===== src/design/esv_pkg.sv =====
`timescale 1ns / 1ps
// ----------------------------------------------------------------------------
// esv_pkg: shared types and constants for the ElGamal sign/verify engine
// Command/status structs between controller and datapath, register indexes,
// and register reset values.
// ----------------------------------------------------------------------------
package esv_pkg;

    localparam int WIDTH_DEF = 31;
    localparam int CFG_IDX_W = 3;

    // configuration register indexes
    localparam logic [CFG_IDX_W-1:0] CFG_MODULUS     = 3'd0;
    localparam logic [CFG_IDX_W-1:0] CFG_GENERATOR   = 3'd1;
    localparam logic [CFG_IDX_W-1:0] CFG_PRIVATE_KEY = 3'd2;
    localparam logic [CFG_IDX_W-1:0] CFG_PUBLIC_KEY  = 3'd3;
    localparam logic [CFG_IDX_W-1:0] CFG_NONCE       = 3'd4;

    // register reset values
    localparam longint RST_MODULUS     = 2039;
    localparam longint RST_GENERATOR   = 5;
    localparam longint RST_PRIVATE_KEY = 3;
    localparam longint RST_PUBLIC_KEY  = 125;
    localparam longint RST_NONCE       = 35;

    // datapath micro-operations
    typedef enum logic [4:0] {
        OP_LD_GK,
        OP_LD_GM,
        OP_LD_HR,
        OP_LD_RS,
        OP_RED_B,
        OP_MUL_ACC,
        OP_SQR,
        OP_SAVE_R,
        OP_SAVE_LHS,
        OP_SAVE_RHS,
        OP_MUL_FIN,
        OP_LD_EU,
        OP_RED_R1,
        OP_DIV,
        OP_QT,
        OP_RED_D,
        OP_MUL_DR,
        OP_RED_M,
        OP_SUB,
        OP_MUL_S
    } op_t;

    // result kinds
    typedef enum logic [1:0] {
        RES_SIGN,
        RES_NOINV,
        RES_BADP,
        RES_VER
    } res_t;

    typedef struct packed {
        logic take;
        logic exec;
        op_t  op;
        logic finish;
        res_t res;
    } cmd_t;

    typedef struct packed {
        logic done;
        logic kind;
        logic p_small;
        logic exp_zero;
        logic exp_lsb;
        logic r1_zero;
        logic r0_one;
        logic out_free;
    } stat_t;

    // ops that run the shared modular multiply/divide unit
    function automatic logic is_unit_op(input op_t op);
        logic u;
        case (op)
            OP_RED_B, OP_MUL_ACC, OP_SQR, OP_MUL_FIN, OP_RED_R1, OP_DIV,
            OP_QT, OP_RED_D, OP_MUL_DR, OP_RED_M, OP_MUL_S: u = 1'b1;
            default: u = 1'b0;
        endcase
        return u;
    endfunction

endpackage


===== src/design/esv_dpath.sv =====
`timescale 1ns / 1ps
// ----------------------------------------------------------------------------
// esv_dpath: datapath of the ElGamal engine
// Config registers, operand registers, a bit-serial modular multiply/divide
// unit (one operand bit per cycle) and the output register.
// ----------------------------------------------------------------------------
module esv_dpath
    import esv_pkg::*;
#(
    parameter int WIDTH = WIDTH_DEF
)
(
    input  logic                 clk,
    input  logic                 rst_n,
    input  logic                 cfg_valid,
    input  logic [CFG_IDX_W-1:0] cfg_index,
    input  logic [WIDTH-1:0]     cfg_data,
    input  logic                 kind,
    input  logic [WIDTH-1:0]     message,
    input  logic [WIDTH-1:0]     check_r,
    input  logic [WIDTH-1:0]     check_s,
    input  logic                 out_stall,
    output logic                 out_valid,
    output logic [WIDTH-1:0]     sig_r,
    output logic [WIDTH-1:0]     sig_s,
    output logic                 verified,
    output logic                 no_inverse,
    input  cmd_t                 cmd,
    output stat_t                stat
);

    localparam int CW = (WIDTH > 1) ? $clog2(WIDTH) : 1;
    localparam logic [CW-1:0] LAST = CW'(WIDTH - 1);
    localparam logic [WIDTH-1:0] ONE = WIDTH'(1);

    // config
    logic [WIDTH-1:0] modulus_reg, generator_reg, private_key_reg;
    logic [WIDTH-1:0] public_key_reg, nonce_reg;
    logic [WIDTH-1:0] nsub;

    // item
    logic             kind_reg;
    logic [WIDTH-1:0] message_reg, check_r_reg, check_s_reg;

    // working registers
    logic [WIDTH-1:0] base_reg, exp_reg, pacc_reg;
    logic [WIDTH-1:0] r0_reg, r1_reg, t0_reg, t1_reg, q_reg;
    logic [WIDTH-1:0] lhs_reg, rhs_reg, sr_reg;

    // serial unit
    logic             busy_reg, done_reg;
    logic [CW-1:0]    cnt_reg;
    op_t              uop_reg;
    logic [WIDTH-1:0] ua_reg, ub_reg, un_reg, uacc_reg, uq_reg;
    logic [WIDTH-1:0] ua_sel, ub_sel, un_sel;
    logic [WIDTH:0]   dbl, dbl_red, sum, sum_red;
    logic             qbit;
    logic [WIDTH-1:0] ures, uquot;
    logic [WIDTH:0]   t_diff, m_diff;

    // output
    logic             out_valid_reg, verified_reg, no_inverse_reg;
    logic [WIDTH-1:0] sig_r_reg, sig_s_reg;

    assign nsub = modulus_reg - ONE;

    // one step: acc = (2*acc + abit*b) mod n, quotient bit when a subtract hits
    assign dbl     = {uacc_reg, 1'b0};
    assign dbl_red = (dbl >= {1'b0, un_reg}) ? dbl - {1'b0, un_reg} : dbl;
    assign sum     = dbl_red + (ua_reg[WIDTH-1] ? {1'b0, ub_reg} : '0);
    assign sum_red = (sum >= {1'b0, un_reg}) ? sum - {1'b0, un_reg} : sum;
    assign qbit    = (dbl >= {1'b0, un_reg}) | (sum >= {1'b0, un_reg});
    assign ures    = sum_red[WIDTH-1:0];
    assign uquot   = {uq_reg[WIDTH-2:0], qbit};

    // modular subtracts for the Euclid update and for m - d*r
    assign t_diff = (t0_reg >= ures) ? {1'b0, t0_reg} - {1'b0, ures}
                                     : {1'b0, t0_reg} + {1'b0, nsub} - {1'b0, ures};
    assign m_diff = (rhs_reg >= lhs_reg) ? {1'b0, rhs_reg} - {1'b0, lhs_reg}
                                         : {1'b0, rhs_reg} + {1'b0, nsub} - {1'b0, lhs_reg};

    // unit operand selection
    always_comb
    begin
        ua_sel = base_reg;
        ub_sel = ONE;
        un_sel = modulus_reg;
        case (cmd.op)
            OP_RED_B:   begin ua_sel = base_reg;    ub_sel = ONE;      un_sel = modulus_reg; end
            OP_MUL_ACC: begin ua_sel = pacc_reg;    ub_sel = base_reg; un_sel = modulus_reg; end
            OP_SQR:     begin ua_sel = base_reg;    ub_sel = base_reg; un_sel = modulus_reg; end
            OP_MUL_FIN: begin ua_sel = pacc_reg;    ub_sel = rhs_reg;  un_sel = modulus_reg; end
            OP_RED_R1:  begin ua_sel = nonce_reg;   ub_sel = ONE;      un_sel = nsub;        end
            OP_DIV:     begin ua_sel = r0_reg;      ub_sel = ONE;      un_sel = r1_reg;      end
            OP_QT:      begin ua_sel = q_reg;       ub_sel = t1_reg;   un_sel = nsub;        end
            OP_RED_D:   begin ua_sel = private_key_reg; ub_sel = ONE;  un_sel = nsub;        end
            OP_MUL_DR:  begin ua_sel = sr_reg;      ub_sel = lhs_reg;  un_sel = nsub;        end
            OP_RED_M:   begin ua_sel = message_reg; ub_sel = ONE;      un_sel = nsub;        end
            OP_MUL_S:   begin ua_sel = rhs_reg;     ub_sel = t0_reg;   un_sel = nsub;        end
            default:    begin ua_sel = base_reg;    ub_sel = ONE;      un_sel = modulus_reg; end
        endcase
    end

    // control registers and configuration
    always_ff @(posedge clk or negedge rst_n)
    begin
        if (!rst_n)
        begin
            modulus_reg     <= WIDTH'(RST_MODULUS);
            generator_reg   <= WIDTH'(RST_GENERATOR);
            private_key_reg <= WIDTH'(RST_PRIVATE_KEY);
            public_key_reg  <= WIDTH'(RST_PUBLIC_KEY);
            nonce_reg       <= WIDTH'(RST_NONCE);
            busy_reg        <= 1'b0;
            done_reg        <= 1'b0;
            cnt_reg         <= '0;
            out_valid_reg   <= 1'b0;
        end
        else
        begin
            if (cfg_valid)
            begin
                case (cfg_index)
                    CFG_MODULUS:     modulus_reg     <= cfg_data;
                    CFG_GENERATOR:   generator_reg   <= cfg_data;
                    CFG_PRIVATE_KEY: private_key_reg <= cfg_data;
                    CFG_PUBLIC_KEY:  public_key_reg  <= cfg_data;
                    CFG_NONCE:       nonce_reg       <= cfg_data;
                    default: ;
                endcase
            end

            done_reg <= 1'b0;
            if (cmd.exec)
            begin
                if (is_unit_op(cmd.op))
                begin
                    busy_reg <= 1'b1;
                    cnt_reg  <= '0;
                end
                else
                begin
                    done_reg <= 1'b1;
                end
            end
            else if (busy_reg)
            begin
                if (cnt_reg == LAST)
                begin
                    busy_reg <= 1'b0;
                    done_reg <= 1'b1;
                end
                cnt_reg <= cnt_reg + CW'(1);
            end

            if (cmd.finish)
                out_valid_reg <= 1'b1;
            else if (out_valid_reg && !out_stall)
                out_valid_reg <= 1'b0;
        end
    end

    // payload registers
    always_ff @(posedge clk)
    begin
        if (cmd.take)
        begin
            kind_reg    <= kind;
            message_reg <= message;
            check_r_reg <= check_r;
            check_s_reg <= check_s;
        end

        if (cmd.exec)
        begin
            case (cmd.op)
                OP_LD_GK:    begin base_reg <= generator_reg; exp_reg <= nonce_reg;
                                   pacc_reg <= ONE; end
                OP_LD_GM:    begin base_reg <= generator_reg; exp_reg <= message_reg;
                                   pacc_reg <= ONE; end
                OP_LD_HR:    begin base_reg <= public_key_reg; exp_reg <= check_r_reg;
                                   pacc_reg <= ONE; end
                OP_LD_RS:    begin base_reg <= check_r_reg; exp_reg <= check_s_reg;
                                   pacc_reg <= ONE; end
                OP_SAVE_R:   sr_reg  <= pacc_reg;
                OP_SAVE_LHS: lhs_reg <= pacc_reg;
                OP_SAVE_RHS: rhs_reg <= pacc_reg;
                OP_LD_EU:    begin r0_reg <= nsub; r1_reg <= nonce_reg;
                                   t0_reg <= '0; t1_reg <= ONE; end
                OP_SUB:      rhs_reg <= m_diff[WIDTH-1:0];
                default:
                begin
                    ua_reg   <= ua_sel;
                    ub_reg   <= ub_sel;
                    un_reg   <= un_sel;
                    uacc_reg <= '0;
                    uq_reg   <= '0;
                    uop_reg  <= cmd.op;
                end
            endcase
        end
        else if (busy_reg)
        begin
            ua_reg   <= {ua_reg[WIDTH-2:0], 1'b0};
            uacc_reg <= ures;
            uq_reg   <= uquot;
            // write back on the last bit
            if (cnt_reg == LAST)
            begin
                case (uop_reg)
                    OP_RED_B:   base_reg <= ures;
                    OP_MUL_ACC: pacc_reg <= ures;
                    OP_SQR:     begin base_reg <= ures; exp_reg <= exp_reg >> 1; end
                    OP_MUL_FIN: rhs_reg <= ures;
                    OP_RED_R1:  r1_reg <= ures;
                    OP_DIV:     begin r0_reg <= r1_reg; r1_reg <= ures; q_reg <= uquot; end
                    OP_QT:      begin t0_reg <= t1_reg; t1_reg <= t_diff[WIDTH-1:0]; end
                    OP_RED_D:   lhs_reg <= ures;
                    OP_MUL_DR:  lhs_reg <= ures;
                    OP_RED_M:   rhs_reg <= ures;
                    // s stays in a working register until the result is loaded
                    OP_MUL_S:   rhs_reg <= ures;
                    default: ;
                endcase
            end
        end

        // result register
        if (cmd.finish)
        begin
            case (cmd.res)
                RES_SIGN:
                begin
                    sig_r_reg <= sr_reg; sig_s_reg <= rhs_reg;
                    verified_reg <= 1'b0; no_inverse_reg <= 1'b0;
                end
                RES_NOINV:
                begin
                    sig_r_reg <= sr_reg; sig_s_reg <= '0;
                    verified_reg <= 1'b0; no_inverse_reg <= 1'b1;
                end
                RES_VER:
                begin
                    sig_r_reg <= '0; sig_s_reg <= '0;
                    verified_reg <= (lhs_reg == rhs_reg); no_inverse_reg <= 1'b0;
                end
                default:
                begin
                    sig_r_reg <= '0; sig_s_reg <= '0;
                    verified_reg <= 1'b0; no_inverse_reg <= ~kind_reg;
                end
            endcase
        end
    end

    // status to the controller
    always_comb
    begin
        stat.done     = done_reg;
        stat.kind     = kind_reg;
        stat.p_small  = (modulus_reg < WIDTH'(3));
        stat.exp_zero = (exp_reg == '0);
        stat.exp_lsb  = exp_reg[0];
        stat.r1_zero  = (r1_reg == '0);
        stat.r0_one   = (r0_reg == ONE);
        stat.out_free = !out_valid_reg || !out_stall;
    end

    assign out_valid  = out_valid_reg;
    assign sig_r      = sig_r_reg;
    assign sig_s      = sig_s_reg;
    assign verified   = verified_reg;
    assign no_inverse = no_inverse_reg;

endmodule


===== src/design/esv_ctrl.sv =====
`timescale 1ns / 1ps
// ----------------------------------------------------------------------------
// esv_ctrl: sequencer of the ElGamal engine
// Steps the datapath through exponentiations, the extended Euclid loop and
// the final sign/verify arithmetic, one micro-operation at a time.
// ----------------------------------------------------------------------------
module esv_ctrl
    import esv_pkg::*;
(
    input  logic  clk,
    input  logic  rst_n,
    input  logic  in_valid,
    output logic  in_stall,
    input  stat_t stat,
    output cmd_t  cmd
);

    typedef enum logic [2:0] {
        ST_IDLE,
        ST_START,
        ST_ISSUE,
        ST_WAIT,
        ST_OUT
    } state_t;

    state_t state_reg, state_next;
    op_t    step_reg, step_next;
    op_t    pow_reg, pow_next;
    res_t   res_reg, res_next;

    // next step after the current one completes
    always_comb
    begin
        state_next = state_reg;
        step_next  = step_reg;
        pow_next   = pow_reg;
        res_next   = res_reg;
        case (state_reg)
            ST_IDLE:
            begin
                if (in_valid)
                    state_next = ST_START;
            end
            ST_START:
            begin
                if (stat.p_small)
                begin
                    res_next   = RES_BADP;
                    state_next = ST_OUT;
                end
                else
                begin
                    step_next  = stat.kind ? OP_LD_GM : OP_LD_GK;
                    pow_next   = step_next;
                    state_next = ST_ISSUE;
                end
            end
            ST_ISSUE:
            begin
                state_next = ST_WAIT;
            end
            ST_WAIT:
            begin
                if (stat.done)
                begin
                    state_next = ST_ISSUE;
                    case (step_reg)
                        OP_LD_GK, OP_LD_GM, OP_LD_HR, OP_LD_RS:
                            step_next = OP_RED_B;
                        OP_RED_B, OP_SQR:
                        begin
                            // square-and-multiply, exponent LSB first
                            if (stat.exp_zero)
                            begin
                                case (pow_reg)
                                    OP_LD_GK: step_next = OP_SAVE_R;
                                    OP_LD_GM: step_next = OP_SAVE_LHS;
                                    OP_LD_HR: step_next = OP_SAVE_RHS;
                                    default:  step_next = OP_MUL_FIN;
                                endcase
                            end
                            else if (stat.exp_lsb)
                                step_next = OP_MUL_ACC;
                            else
                                step_next = OP_SQR;
                        end
                        OP_MUL_ACC:  step_next = OP_SQR;
                        OP_SAVE_R:   step_next = OP_LD_EU;
                        OP_SAVE_LHS:
                        begin
                            step_next = OP_LD_HR;
                            pow_next  = OP_LD_HR;
                        end
                        OP_SAVE_RHS:
                        begin
                            step_next = OP_LD_RS;
                            pow_next  = OP_LD_RS;
                        end
                        OP_MUL_FIN:
                        begin
                            res_next   = RES_VER;
                            state_next = ST_OUT;
                        end
                        OP_LD_EU:    step_next = OP_RED_R1;
                        OP_RED_R1, OP_QT:
                        begin
                            // Euclid loop ends when the remainder hits zero
                            if (!stat.r1_zero)
                                step_next = OP_DIV;
                            else if (stat.r0_one)
                                step_next = OP_RED_D;
                            else
                            begin
                                res_next   = RES_NOINV;
                                state_next = ST_OUT;
                            end
                        end
                        OP_DIV:      step_next = OP_QT;
                        OP_RED_D:    step_next = OP_MUL_DR;
                        OP_MUL_DR:   step_next = OP_RED_M;
                        OP_RED_M:    step_next = OP_SUB;
                        OP_SUB:      step_next = OP_MUL_S;
                        default:
                        begin
                            res_next   = RES_SIGN;
                            state_next = ST_OUT;
                        end
                    endcase
                end
            end
            ST_OUT:
            begin
                if (stat.out_free)
                    state_next = ST_IDLE;
            end
            default: state_next = ST_IDLE;
        endcase
    end

    // state and step registers
    always_ff @(posedge clk or negedge rst_n)
    begin
        if (!rst_n)
        begin
            state_reg <= ST_IDLE;
            step_reg  <= OP_LD_GK;
            pow_reg   <= OP_LD_GK;
            res_reg   <= RES_BADP;
        end
        else
        begin
            state_reg <= state_next;
            step_reg  <= step_next;
            pow_reg   <= pow_next;
            res_reg   <= res_next;
        end
    end

    // commands
    always_comb
    begin
        in_stall   = (state_reg != ST_IDLE);
        cmd.take   = (state_reg == ST_IDLE) && in_valid;
        cmd.exec   = (state_reg == ST_ISSUE);
        cmd.op     = step_reg;
        cmd.finish = (state_reg == ST_OUT) && stat.out_free;
        cmd.res    = res_reg;
    end

endmodule


===== src/design/elgamal_sign_verify.sv =====
`timescale 1ns / 1ps
// ----------------------------------------------------------------------------
// elgamal_sign_verify: ElGamal signature sign/verify engine
// Signs a message with the configured key and nonce, or checks a signature
// against the configured public key; one result per item.
// ----------------------------------------------------------------------------
// channel   handshake               payload
// in        in_valid / in_stall     kind, message, check_r, check_s
// out       out_valid / out_stall   sig_r, sig_s, verified, no_inverse
// cfg       cfg_valid / cfg_ready   cfg_index, cfg_data
//
// One item at a time. Every modular multiply, reduction and division step
// runs on one bit-serial unit. A modular power takes one reduction and up
// to 2*WIDTH such operations, so a sign item runs one modular power plus
// the Euclid loop, and a verify item runs three modular powers.
// Asynchronous active-low reset restores the register defaults. A waiting
// result in the output register does not block the next item's accept.
// ----------------------------------------------------------------------------
module elgamal_sign_verify
    import esv_pkg::*;
#(
    parameter int WIDTH = WIDTH_DEF
)
(
    input  logic                 clk,
    input  logic                 rst_n,
    input  logic                 cfg_valid,
    output logic                 cfg_ready,
    input  logic [CFG_IDX_W-1:0] cfg_index,
    input  logic [WIDTH-1:0]     cfg_data,
    input  logic                 in_valid,
    output logic                 in_stall,
    input  logic                 kind,
    input  logic [WIDTH-1:0]     message,
    input  logic [WIDTH-1:0]     check_r,
    input  logic [WIDTH-1:0]     check_s,
    output logic                 out_valid,
    input  logic                 out_stall,
    output logic [WIDTH-1:0]     sig_r,
    output logic [WIDTH-1:0]     sig_s,
    output logic                 verified,
    output logic                 no_inverse
);

    cmd_t  cmd;
    stat_t stat;

    assign cfg_ready = 1'b1;

    esv_ctrl u_ctrl
    (
        .clk      (clk),
        .rst_n    (rst_n),
        .in_valid (in_valid),
        .in_stall (in_stall),
        .stat     (stat),
        .cmd      (cmd)
    );

    esv_dpath #(.WIDTH(WIDTH)) u_dpath
    (
        .clk        (clk),
        .rst_n      (rst_n),
        .cfg_valid  (cfg_valid),
        .cfg_index  (cfg_index),
        .cfg_data   (cfg_data),
        .kind       (kind),
        .message    (message),
        .check_r    (check_r),
        .check_s    (check_s),
        .out_stall  (out_stall),
        .out_valid  (out_valid),
        .sig_r      (sig_r),
        .sig_s      (sig_s),
        .verified   (verified),
        .no_inverse (no_inverse),
        .cmd        (cmd),
        .stat       (stat)
    );

endmodule

===== config.mk =====
export PLATFORM = sky130hd
export DESIGN_NAME = elgamal_sign_verify
export DESIGN_NICKNAME = d
export VERILOG_FILES = /design/src/design/esv_pkg.sv /design/src/design/esv_dpath.sv /design/src/design/esv_ctrl.sv /design/src/design/elgamal_sign_verify.sv
export SDC_FILE = /design/constraint.sdc
export NUM_CORES = 2
export LEC_CHECK = 0
export ABC_AREA = 1
export BUFFER_PORTS_ARGS = -buffer_cell sky130_fd_sc_hd__buf_2
export CAP_MARGIN = 20
export CORE_AREA = 8 8 356 445
export DETAILED_ROUTE_END_ITERATION = 10
export DIE_AREA = 0 0 364 453
export PLACE_DENSITY = 0.6
export SLEW_MARGIN = 20
export SYNTH_ARGS = -nofsm -noshare
export SYNTH_HDL_FRONTEND = slang
export SYNTH_SLANG_ARGS = --single-unit

===== constraint.sdc =====
create_clock -name clk -period 17.85 [get_ports clk]
set_input_delay 0.8925 -clock clk [delete_from_list [all_inputs] [get_ports clk]]
set_output_delay 0.8925 -clock clk [all_outputs]
set_load 0.05 [all_outputs]

======== Yosys cells after proc, flatten, opt, wreduce, memory -nomap -nowiden ========
Memories as Yosys holds them, arrays and structs flattened.
Cells that the tools add are included.
cells by class
  reductions and logical operators ........ 63
  bitwise logic cells ..................... 4
  mux-type cells .......................... 103
  equality and inequality tests ........... 64
  add/subtract/negate cells ............... 11
  $lt $le $gt $ge ......................... 5
operators with widths
  kind                   number
  $mux W31               52
  $pmux W31 S8           1
  $pmux W31 S5           1
  $sub A31 B31 Y31       5
  $pmux W31 S2           2
  $pmux W31 S4           1
  $pmux W31 S3           1
  $eq A5 B4 Y1 const B   13
  $pmux W5 S13           1
  $ge A32 B31 Y1         2
  $add A31 B31 Y31       2
  $ge A31 B31 Y1         2
  $logic_not A31 Y1      2
  $mux W30               2
  $mux W5                9
  $eq A5 B5 Y1 const B   8
  $reduce_and A4 Y1      10
  $eq A5 B3 Y1 const B   7
  $add A32 B31 Y32       1
  $mux W32               1
  $sub A32 B31 Y32       1
  $eq A31 B1 Y1 const B  1
  $eq A31 B31 Y1         1
  $lt A31 B2 Y1 const B  1
  48 further kinds       123
word-level totals
  bits of input ports ..................... 133
  ROM bits ................................ 32
  memories kept ........................... 1
  logic and storage cells ................. 289
  output and inout bits ................... 67
  register bits ........................... 836
memory list
  memory            words  bits a word  rd ports  clocked after Yosys merged registers in  write ports  RTL line       text
  (name not given)  32     1            1         0                                        0            esv_pkg.sv:80  case (op)

======== Depth between registers and ports, before layout ========
  depth in word-level cells ............... 11
  depth in mapped cells ................... 60
  gate-level depth less buffers ........... 58

======== Modules after synthesis ========
From an unflattened synthesis, not the netlist that was laid out.
unflattened totals
  cells, all modules ...................... 5668
  area, all modules ....................... 49806.5 µm²
modules (own cells, without submodules)
  module               area each (µm²)  cells an instance  times used
  esv_dpath            48635.4          5485               1
  esv_ctrl             1159.9           181                1
  elgamal_sign_verify  11.3             2                  1

======== Worst setup path after synthesis ========
No wires, ideal clock.
  kind .................................... reg2reg
  start point ............................. register u_ctrl.state_reg[0]
  end point ............................... register u_dpath.ua_reg[0], enable pin
  arrival time ............................ 7.399 ns
  setup slack ............................. 10.040 ns
  data required time ...................... 17.439 ns
  stages on the path, launching flop included .. 7
  cells stage by stage .................... dfrtp_1 > nor2_1 > inv_1 > nor2_1 > nand2_1 > nor3_1 > or2_2
on the way
  cells in the longest elaborated chain, start to end .. 3
ends and longest elaborated chain
  what                                                                        RTL line          text
  start: declaration                                                          esv_ctrl.sv:26    state_t state_reg, state_next;
  start signal: assignment                                                    esv_ctrl.sv:152   state_reg <= state_next;
  $eq A3 B2 Y1 *                                                              esv_ctrl.sv:164   cmd.exec = (state_reg == ST_ISSUE);
  $ne A2 B2 Y1 (no source line) / $reduce_bool A2 Y1 (equally long branches)  -
  $reduce_and A2 Y1 (no source line) *                                        -
  end signal: assignment                                                      esv_dpath.sv:193  ua_reg <= ua_sel;
  end signal: assignment                                                      esv_dpath.sv:204  ua_reg <= {ua_reg[WIDTH-2:0], 1'b0};
  end: declaration                                                            esv_dpath.sv:54   logic [WIDTH-1:0] ua_reg, ub_reg, un_reg, uacc_reg, uq_reg;
Every way passes the cells marked *; elsewhere a longest branch is shown, timed or not.
A chain may end at the register's enable or synchronous reset.

======== Worst setup path after layout ========
  start point ............................. register u_dpath.uacc_reg[0]
  end point ............................... register u_dpath.t1_reg[22] (data pin)
on the way
  cells in the longest elaborated chain, start to end .. 11
ends and longest elaborated chain
  what                                                       RTL line          text
  start: declaration                                         esv_dpath.sv:54
  start signal: assignment                                   esv_dpath.sv:205  uacc_reg <= ures;
  $sub A32 B31 Y32 / $ge A32 B31 Y1 (equally long branches)  esv_dpath.sv:69   assign dbl_red = (dbl >= {1'b0, un_reg}) ? dbl - {1'b0, un_reg} : dbl;
  $mux W32 *                                                 esv_dpath.sv:69
  $add A32 B31 Y32 *                                         esv_dpath.sv:70   assign sum = dbl_red + (ua_reg[WIDTH-1] ? {1'b0, ub_reg} : '0);
  $sub A31 B31 Y31 / $ge A32 B31 Y1 (equally long branches)  esv_dpath.sv:71   assign sum_red = (sum >= {1'b0, un_reg}) ? sum - {1'b0, un_reg} : sum;
  $mux W31 *                                                 esv_dpath.sv:71
  $sub A31 B31 Y31, or another cell as far along             esv_dpath.sv:78   : {1'b0, t0_reg} + {1'b0, nsub} - {1'b0, ures};
  $mux W31 *                                                 esv_dpath.sv:77   assign t_diff = (t0_reg >= ures) ? {1'b0, t0_reg} - {1'b0, ures}
  $mux W31 *                                                 esv_dpath.sv:210  case (uop_reg)
  $mux W31 *                                                 esv_dpath.sv:208  if (cnt_reg == LAST)
  $mux W31 *                                                 esv_dpath.sv:202  else if (busy_reg)
  $mux W31 *                                                 esv_dpath.sv:174  if (cmd.exec)
  end signal: assignment                                     esv_dpath.sv:217  OP_QT: begin t0_reg <= t1_reg; t1_reg <= t_diff[WIDTH-1:0]; end
  end: declaration                                           esv_dpath.sv:47   logic [WIDTH-1:0] r0_reg, r1_reg, t0_reg, t1_reg, q_reg;
Every way passes the cells marked *; elsewhere a longest branch is shown, timed or not. The select of a mux whose other input is x is not followed.

==> metrics.md <==
| Metric | Value |
|---|---|
| Status | completed |
| Via count | 48000 |
| Register area share after synthesis | 0.460 |
| FP Rows | 160 |
| Die ar. | 165000 um2 |
| Max Buffers Root-to-Sink | 3 |
| DP HPWL | 211000 um |
| Max_cap viols | 0 |
| Final design utilization | 0.394 |
| M1 wire length | 95900 um |
| Worst Setup End Kind | flop |
| Core ar. | 151000 um2 |
| Post-synth cell types | 70 |
| Commonest non-fill, non-tap cells in the layout | nand2_1 (1626), inv_1 (859), edfxtp_1 (658) |
| Initial Utilization | 0.348 |
| Highest-delay cell along the critical path | nand3_4 |
| Vias in the first global route | 46700 |
| Met2 wire length | 117000 um |
| Fin crit period | 11.21 ns |
| Io pins | 200 |
| Clock Sinks | 833 |
| Maximum clock rate | 89.2 MHz |
| Final Hold Viols | 0 |
| Hold buffer count at cts | 0 |
| Max H-tree Level | 3 |
| Crit start category | flop |
| Port bufs | 198 |
| Share of the synthesized area in the top cell type | 0.376 |
| Synth warn | 0 |
| Worst reg2reg path depth | 51 |
| Area leader, netlist | edfxtp_1 |
| FF+latch count, synth | 833 |
| Total gr overflow | 0 |
| Clock skew | 0.0560 ns |
| Crit path top cell by count | nand2_1 |
| Setup bufs post-CTS | 0 |
| Crit Reg-Reg Endpoint | u_dpath.t1_reg[22] |
| Worst Max-Slew Pin Slew | 1.11 ns |
| CTS Buf Count | 92 |
| Syn Nets | 6657 |
| CP max stage delay | 0.82 ns |
| Final std cells w/o fill | 8541 |
| Crit Path Max Fanout | 45 |
| Root buffer cell | clkbuf_16 |
| Routed Antenna Nets | 0 |
| Synth async-reset ratio | 0.210 |
| Placed inst area | 56300 um2 |
| DRT Pass-1 Iters | 6 |
| Gate Count Post-Synth | 6235 |
| Chip Width | 364 um |
| Syn Area/Cell | 8.43 um2 |
| Die extent in y | 453 um |
| Worst Hold Class | in2async |
| Synthesized cell area | 52600 um2 |
| CP required | 18.34 ns |
| First-pass GRT wire length | 360000 um |
| CTS tree | done |
| Critical path class | reg2reg |
| Largest cells by area after synthesis | edfxtp_1 (38%), nand2_1 (12%), dfrtp_1 (7.2%), inv_1 (6.1%), ha_1 (5.3%) |
| Reg2reg setup slack | 6.64 ns |
| Clk slew on worst S/H paths | 0.07 ns |
| Post-synth EDFFs | 658 |
| Wirelength per Cell | 30.7 um |
| Post-DR vias/cell | 5.62 |
| Crit path arrival time | 11.70 ns |
| Unrepaired setup endpoints after global routing | no |
| Worst r2r src | u_dpath.uacc_reg[0] |
| Max Used Layer | met5 |
| Placer Congestion | 1.08 |
| Post-cts sizing count | 0 |
| Count of nets after finishing | 6853 |
| CP Launch Point | u_dpath.uacc_reg[0] |
| Slew headroom | 0.261 |
| Post-route cell area | 59600 um2 |
| Area Overhead vs Synth | 13.3% |
| DRC | 0 |
| Placed cells | 8359 |
| Total Routing Usage GR | 0.310 |
| Detailed Route WL | 262000 um |
| Top_reg_cell synth | edfxtp_1 |
| Commonest non-fill, non-tap cell in the layout | nand2_1 |
| Initial antenna violation count | 17 |
| Fill count | 15500 |
| Setup violators final | 0 |
| Fin crit share | 0.628 |
| Drt first-iter violations | 5709 |
| Pin count of the biggest net entering global routing | 165 |
| Share of layout cells above drive strength 1 | 0.0934 |
| Slew Limit Fails | 0 |
| Worst skew pair latency | 0.74 ns |
| Setup TNS Final | 0 ns |
| Metal3 WL | 22500 um |
## cells by family (layout without fill, tap and decap cells)
family / Yosys count / in the layout / synth area share
buf+inv: 1063 / 1336 / 0.0783
flops: 833 / 833 / 0.460
other cells: 1 / 9 / 0.0000713
xor+xnor: 184 / 184 / 0.0307
compound gates: 1137 / 1137 / 0.129
fa+ha+maj: 289 / 289 / 0.0781
simple gates: 2728 / 2728 / 0.225
## worst max-delay path by stage
stage / depth (start not counted) / to / slack (ns)
after CTS: 49 / u_dpath.t1_reg[22] / 6.86
after global placement: 53 / u_dpath.t1_reg[22] / 6.91
after floorplan: 6 / u_dpath.ua_reg[0] / 10.04
after detailed placement: 51 / u_dpath.t1_reg[22] / 6.87
final: 51 / u_dpath.t1_reg[22] / 6.64
after global routing: 53 / u_dpath.t1_reg[22] / 6.04
## stage by stage
stage,worst slack (ns),hold WS (ns)
global placement,6.91,0.414
CTS,6.86,0.0648
global route,6.04,0.116
floorplan,10.04,0.400
detailed placement,6.87,0.420
finish,6.64,0.0937
## final cells by class
| type | instances | area (um2) | share of cell area |
|---|---|---|---|
| multi-input combinational | 4339 | 24600 | 0.413 |
| sequential | 833 | 24200 | 0.406 |
| inverter | 876 | 3290 | 0.0553 |
| tap | 2025 | 2530 | 0.0425 |
| clock buffer | 109 | 2440 | 0.0410 |
| timing repair buffer | 289 | 1730 | 0.0291 |
| clock inverter | 62 | 778 | 0.0131 |
| antenna | 8 | 20.0 | 0.000336 |
## critical path, delay by kind of cell, from the launching register on
kind                     cells  cell delay [ns]
AND/OR/NAND/NOR             30             4.87
adder cells (fa/ha/maj)      7             2.67
AO/OA/AOI/OAI                4             1.28
buffers and inverters        8             1.19
XOR/XNOR                     2             0.47
flip-flops                   1             0.44
## cells in the mapped netlist, types with 11 or more instances
library cell and number:
a21boi_0 24, ha_1 224, xor2_1 128, o21ai_0 452, nor3_1 50, inv_1 860
a21o_1 30, o22ai_1 22, clkbuf_1 125, fa_1 65, a21oi_1 302, dfstp_2 24
buf_2 41, a31oi_1 21, nand2_1 1629, o211ai_1 63, nand2_4 31, o21bai_1 32
o21ai_1 11, o2111ai_1 17, nand3_4 30, nand4_1 92, o221ai_1 36, xnor2_1 56
dfrtp_1 151, a221oi_1 56, nand3b_1 18, a211oi_1 12, nand3_1 268, nor4_1 29
nor2_1 538, edfxtp_1 658, buf_1 11
## metal layers
metal  GRT usage  up-vias
met3      0.0571      701
met5           0        -
met1       0.366    23100
met4       0.254       10
li1            -    21300
met2       0.489     2832
Power is not shown: default switching activity piles up to over one toggle a cycle in this logic, so the estimate is an artifact.
